[config.mk]
export PLATFORM = sky130hd
export DESIGN_NAME = vmu_sqrt
export DESIGN_NICKNAME = d
export VERILOG_FILES = /design/src/design/vmu_pkg.sv /design/src/design/vmu_sqrt.sv
export SDC_FILE = /design/constraint.sdc
export NUM_CORES = 2
export LEC_CHECK = 0
export BUFFER_PORTS_ARGS = -buffer_cell sky130_fd_sc_hd__buf_4
export CELL_PAD_IN_SITES_DETAIL_PLACEMENT = 2
export CELL_PAD_IN_SITES_GLOBAL_PLACEMENT = 2
export CORE_MARGIN = 2
export CORE_UTILIZATION = 49
export CTS_BUF_LIST = sky130_fd_sc_hd__clkbuf_16
export DETAILED_ROUTE_END_ITERATION = 16
export PLACE_DENSITY = 0.85
export SYNTH_ARGS = -nofsm -noshare
export SYNTH_HDL_FRONTEND = slang
export SYNTH_MEMORY_MAX_BITS = 65536
export SYNTH_SLANG_ARGS = --single-unit
[constraint.sdc]
create_clock -name clk -period 6.95 [get_ports clk]
set_input_delay 0.695 -clock clk [delete_from_list [all_inputs] [get_ports clk]]
set_output_delay 0.695 -clock clk [all_outputs]
set_load 0.01 [all_outputs]
[src/design/vmu_pkg.sv]
// vmu_pkg: shared types, operation codes and helper functions for the vector math unit
// no dependencies; imported by every module of the unit
`timescale 1ns / 1ps

package vmu_pkg;

  typedef logic [31:0] word_t;

  typedef enum logic [2:0] {
    FN_LEN   = 3'd0,
    FN_NORM  = 3'd1,
    FN_INV   = 3'd2,
    FN_CROSS = 3'd3,
    FN_ADD   = 3'd4,
    FN_MUL   = 3'd5,
    FN_ROT   = 3'd6,
    FN_EQ    = 3'd7
  } func_t;

  // square root pipeline: two radicand bits per stage over a 64-bit sum
  localparam int SQRT_LAT = 32;

  // one item as it moves down the main pipeline
  typedef struct packed {
    func_t           func;
    word_t [2:0]     a;
    word_t [2:0]     r;
    logic  [31:0]    len;
    logic            keep;
    logic            eq;
  } item_t;

  // per-stage operation codes seen by the lanes
  typedef struct packed {
    func_t f0;
    func_t f1;
    func_t f2;
    func_t f3;
  } lane_ctl_t;

  function automatic word_t sat32(input logic signed [63:0] v);
    word_t res;
    if (v > 64'sd2147483647) begin
      res = 32'h7fff_ffff;
    end else if (v < -64'sd2147483648) begin
      res = 32'h8000_0000;
    end else begin
      res = v[31:0];
    end
    return res;
  endfunction

  // magnitude of a signed word; the most negative value maps to 2^31
  function automatic logic [31:0] abs32(input word_t v);
    logic [31:0] res;
    res = v[31] ? (32'd0 - v) : v;
    return res;
  endfunction

endpackage

[src/design/vmu_sqrt.sv]
// vmu_sqrt: pipelined integer square root, one result bit per stage
// depends on vmu_pkg (SQRT_LAT)
`timescale 1ns / 1ps

module vmu_sqrt import vmu_pkg::*; (
  input  logic        clk,
  input  logic        en,
  input  logic [63:0] radicand,
  output logic [31:0] root
);

  logic [34:0] rem_r  [SQRT_LAT];
  logic [31:0] root_r [SQRT_LAT];
  logic [63:0] n_r    [SQRT_LAT];

  for (genvar k = 0; k < SQRT_LAT; k++) begin : g_stage
    logic [34:0] rem_in;
    logic [31:0] root_in;
    logic [63:0] n_in;
    logic [34:0] rem_s;
    logic [34:0] trial;

    if (k == 0) begin : g_first
      assign rem_in  = '0;
      assign root_in = '0;
      assign n_in    = radicand;
    end else begin : g_next
      assign rem_in  = rem_r[k-1];
      assign root_in = root_r[k-1];
      assign n_in    = n_r[k-1];
    end

    assign rem_s = {rem_in[32:0], n_in[63:62]};
    assign trial = {1'b0, root_in, 2'b01};

    always_ff @(posedge clk) begin
      if (en) begin
        n_r[k] <= {n_in[61:0], 2'b00};
        if (rem_s >= trial) begin
          rem_r[k]  <= rem_s - trial;
          root_r[k] <= {root_in[30:0], 1'b1};
        end else begin
          rem_r[k]  <= rem_s;
          root_r[k] <= {root_in[30:0], 1'b0};
        end
      end
    end
  end

  assign root = root_r[SQRT_LAT-1];

endmodule

==> results.ini, run 1 <==
[status]
status = did not finish
failing_step = clock tree synthesis
error_line = [ERROR DPL-0033] detailed placement checks failed during check placement.

[synth]
synthAdderAreaFrac = 0.0603
synth_compound_area_frac = 0.0942
synth_top_family_by_area = simple AND/OR/NAND/NOR gates
syn_inst = 9106
ys_types = 86
synth_area_um2 = 117000
synth_mux_area_frac = 0.00715
synthArstFlopShare = 0
synthSimpleGateAreaFrac = 0.106
syn_avg_cell_area_um2 = 12.8
synth_edf_count = 2493
synth_xor_area_frac = 0.0612
yosysSeqAreaShare = 0.642
ys_ff_latch = 2494
synth_warnings = 0
synthFlopType = edfxtp_1
syn_nets = 9734

[cts]
ctsRootBufferMaster = clkbuf_16
cts_hold_buffers = 62
h-tree-depth = 5
clock_sinks = 2494
cts_resized = 0
cts_inserted_buffers = 294
ctsLongestPathBuffers = 4
cts_setup_buffers = 0

[die]
die_h_um = 492
ios = 98
die_x_um = 492
rows = 179
initial_utilization = 0.492

[placement]
placed_area_um2 = 121000
dp_hpwl_um = 271000
gp_congestion = 0.884
place_inst = 12205
portBuffers = 97
place_ws_ns = 2.12

-- cells in the mapped netlist, types with 45 or more instances --
library cell  number  share of area
inv_1            694          0.022
edfxtp_1        2493           0.64
nand2b_1         122         0.0065
xor2_1           426          0.032
nand3_1          164         0.0070
nand2_1          676          0.022
nor4_1           128         0.0069
nor2_1           521          0.017
ha_1             562          0.060
o21ai_0          534          0.023
xnor2_1          390          0.029
nor3_1           253          0.011
o21a_1            86         0.0055
a21o_1           242          0.016
and3_1            60         0.0032
nor2b_1           72         0.0039
or4_1             67         0.0043
a21oi_1          467          0.020
and2_1            47         0.0025
a211oi_1          51         0.0033
nand4_1          100         0.0054
a31oi_1           45         0.0024
or3_1            102         0.0055
clkbuf_1         208         0.0067
mux2_2            64         0.0062
-- cell families after synthesis --
logic type	count (synthesis)
flops	2494
compound gates	1769
mux	75
fa+ha+maj	562
xor+xnor	816
simple gates	2473
buf+inv	917
-- through the flow --
stage | hold WS (ns) | util
2_1_floorplan | 0.400 | -
3_3_place_gp | 0.400 | 0.511
3_5_place_dp | 0.405 | 0.511
==> inputs of run 2 (changes only) <==
Settings changed: CELL_PAD_IN_SITES_DETAIL_PLACEMENT 2 to default, CELL_PAD_IN_SITES_GLOBAL_PLACEMENT 2 to default, CORE_UTILIZATION 49 to 35, CTS_BUF_LIST sky130_fd_sc_hd__clkbuf_16 to default, PLACE_DENSITY 0.85 to default, PLACE_DENSITY_LB_ADDON from default to 0.15.
==> run 2 against run 1 <==
  * The flow now finishes without violations
  * Area after synthesis unchanged
  * Synthesized cell count unchanged
==> results.ini, run 2 <==
[status]
status = completed

[worst_setup_path]
critPathTopFamily = compound AO/OA/AOI/OAI gates
crit_slowest_cell = nor4b_1
end_kind = flop
start_kind = flop
worst-path-buf-inv = 1
path_cells = ha_1 -> a21oi_1 -> a21boi_0 -> nor4b_1 -> o211ai_1 -> a311oi_1 -> o31ai_1 -> nor2_2 -> buf_4 -> mux2_2
arrival_ns = 5.43
cpPeakStageDelay_ns = 0.94
critPathRequiredTime_ns = 7.60
worstPathMaxFanout = 39
critPathKind = reg2reg

[pwr]
p_int_mw = 31.9
vdd_drop_max_v = 0.000180
pwr_density_cell_nw_per_um2 = 338
p_clk_frac = 0.334
power_switching_mw = 13.0
comb_power_share = 0.208
power_mw = 44.9
p_leak_nw = 49.7
pwr-share-seq = 0.458
p_sw_frac = 0.289

[global_routing]
antenna_found_initial = 4
track_usage = 0.150
grt-ovfl-total = 0
first_global_vias = 69663
grt_max_degree = 183
grt_first_pass_wirelength_um = 402000

[synth]
synth_largest_area_cell = edfxtp_1
yosys-top-cells-count = edfxtp_1, inv_1, nand2_1
synth.area.top_cells = edfxtp_1, ha_1, xor2_1
synth_edf_count = 2493
syn_nets = 9734
synth_most_common_cell = edfxtp_1
synth_warnings = 0
synth_top_cell_area_share = 0.642
yosysSeqAreaShare = 0.642
ys_ff_latch = 2494
syn_avg_cell_area_um2 = 12.8
ys_types = 86
synthArstFlopShare = 0
synthFlopType = edfxtp_1
synth_area_um2 = 117000
syn_inst = 9106

[timing]
fin_crit_sh = 0.687
hold_viol = 0
finalCriticalPeriod_ns = 4.77
rsz0062_at_grt = false
slew_headroom = 0.0389
worst_pin_slew_ns = 1.42
fmax_mhz = 210
setup_tns_ns = 0
slew_viol_final = 0
setup_violations = 0
finClkSkew_ns = 0.0411

[layout]
largest_register_ffs = 992
nets = 10021
final_cell_mix = edfxtp_1, inv_1, nand2_1
layout_commonest_cell = edfxtp_1
top_register = n_r
syn2layout_area_growth_pct = 13.7
post_layout_nonfiller_instances = 14008
top_regs = n_r x992, rem_r x974, root_r x528
layout-drive-gt1-share = 0.0740
fill_cells = 31260

[route]
drc_errors = 0
firstDrtPassIters = 6
detail_route.wl_per_cell_um = 18.5
vias = 70203
drtAntennaViolNets = 0
drt_iter0_markers = 5258
wirelength_um = 259000
viasPerCell = 5.01

[cts]
cts_setup_buffers = 0
path_clk_slew_ns = 0.06
clock_sinks = 2494
ctsRootBufferMaster = clkbuf_16
cts_resized = 0
h-tree-depth = 5
ctsLongestPathBuffers = 4
cts_inserted_buffers = 293
insertion_delay_ns = 0.90
cts_hold_buffers = 62
cts_tree = done

[die]
die_area_um2 = 338000
rows = 212
design.core.area_um2 = 333000
ios = 98
die_h_um = 581
initial_utilization = 0.351
die_x_um = 581

[placement]
dp_hpwl_um = 185000
portBuffers = 97
place_inst = 13422
gp_congestion = 0.875

[job]
drv_cap = 0

[hold_path]
min_path_type = in2reg

-- run 2: power groups by stage --
stage	registers [mW]	logic [mW]	clock network [mW]
after floorplan	20.1	7.04	0
after global placement	20.9	9.21	0
after detailed placement	20.9	9.28	0
after CTS	20.6	9.36	15.6
after global routing	20.8	10.5	16.2
final	20.5	9.32	15.0
-- run 2: kinds of logic (layout without fill, tap and decap cells) --
family                   after synthesis  count (layout)  share of synthesized area
AND/OR/NAND/NOR                     2473            2473                      0.106
adder cells (fa/ha/maj)              562             562                     0.0603
buffers and inverters                917            1429                     0.0295
flip-flops                          2494            2494                      0.642
other                                  0               3                          0
XOR/XNOR                             816             816                     0.0612
multiplexers                          75              75                    0.00715
AO/OA/AOI/OAI                       1769            1769                     0.0942
-- run 2: metrics by stage --
stage	instance area, µm²	hold slack, ns	setup WS (ns)	util
global placement	123000	0.401	2.42	0.369
floorplan	117000	0.400	3.07	-
global route	133000	0.159	1.85	0.399
finish	133000	0.193	2.18	0.399
detailed placement	123000	0.405	2.36	0.369
CTS	133000	0.0839	2.32	0.399
-- run 2: worst paths after layout --
kind                                               from                 endpoint  slack (ns)  depth (start not counted)
worst max-delay path            rem_r[1][319]$_DFFE_PP_  rem_r[1][357]$_DFFE_PP_        2.18                         10
worst min-delay path                       radicand[63]    rem_r[0][1]$_DFFE_PP_        0.19                          3
worst max register to register  rem_r[1][319]$_DFFE_PP_  rem_r[1][357]$_DFFE_PP_        2.18                         10
worst min register to register    n_r[0][984]$_DFFE_PP_     n_r[1][56]$_DFFE_PP_        0.39                          0
-- run 2: area by class of cell --
cell class	count	area, µm²	share of cell area
diodes	3	7.51	0.0000566
clock buffers	354	7690	0.0579
clock inverters	166	1640	0.0124
inverters	697	2620	0.0197
multi-input cells	5695	38500	0.290
flip-flops and latches	2494	74900	0.564
well taps	4387	5490	0.0414
repair buffers	212	1880	0.0142
-- run 2: layer usage --
layer  wire length (µm)  GRT usage
met2             127000      0.259
met3              11300     0.0249
met5                  0          0
met1             115000      0.194
met4               6600     0.0406
-- run 2: tightest hold or removal path: stages --
cell	delay, ns
buf_4	0.08
nor2_1	0.04
a21oi_1	0.13
Note: power is estimated with default switching activity, not from simulation.
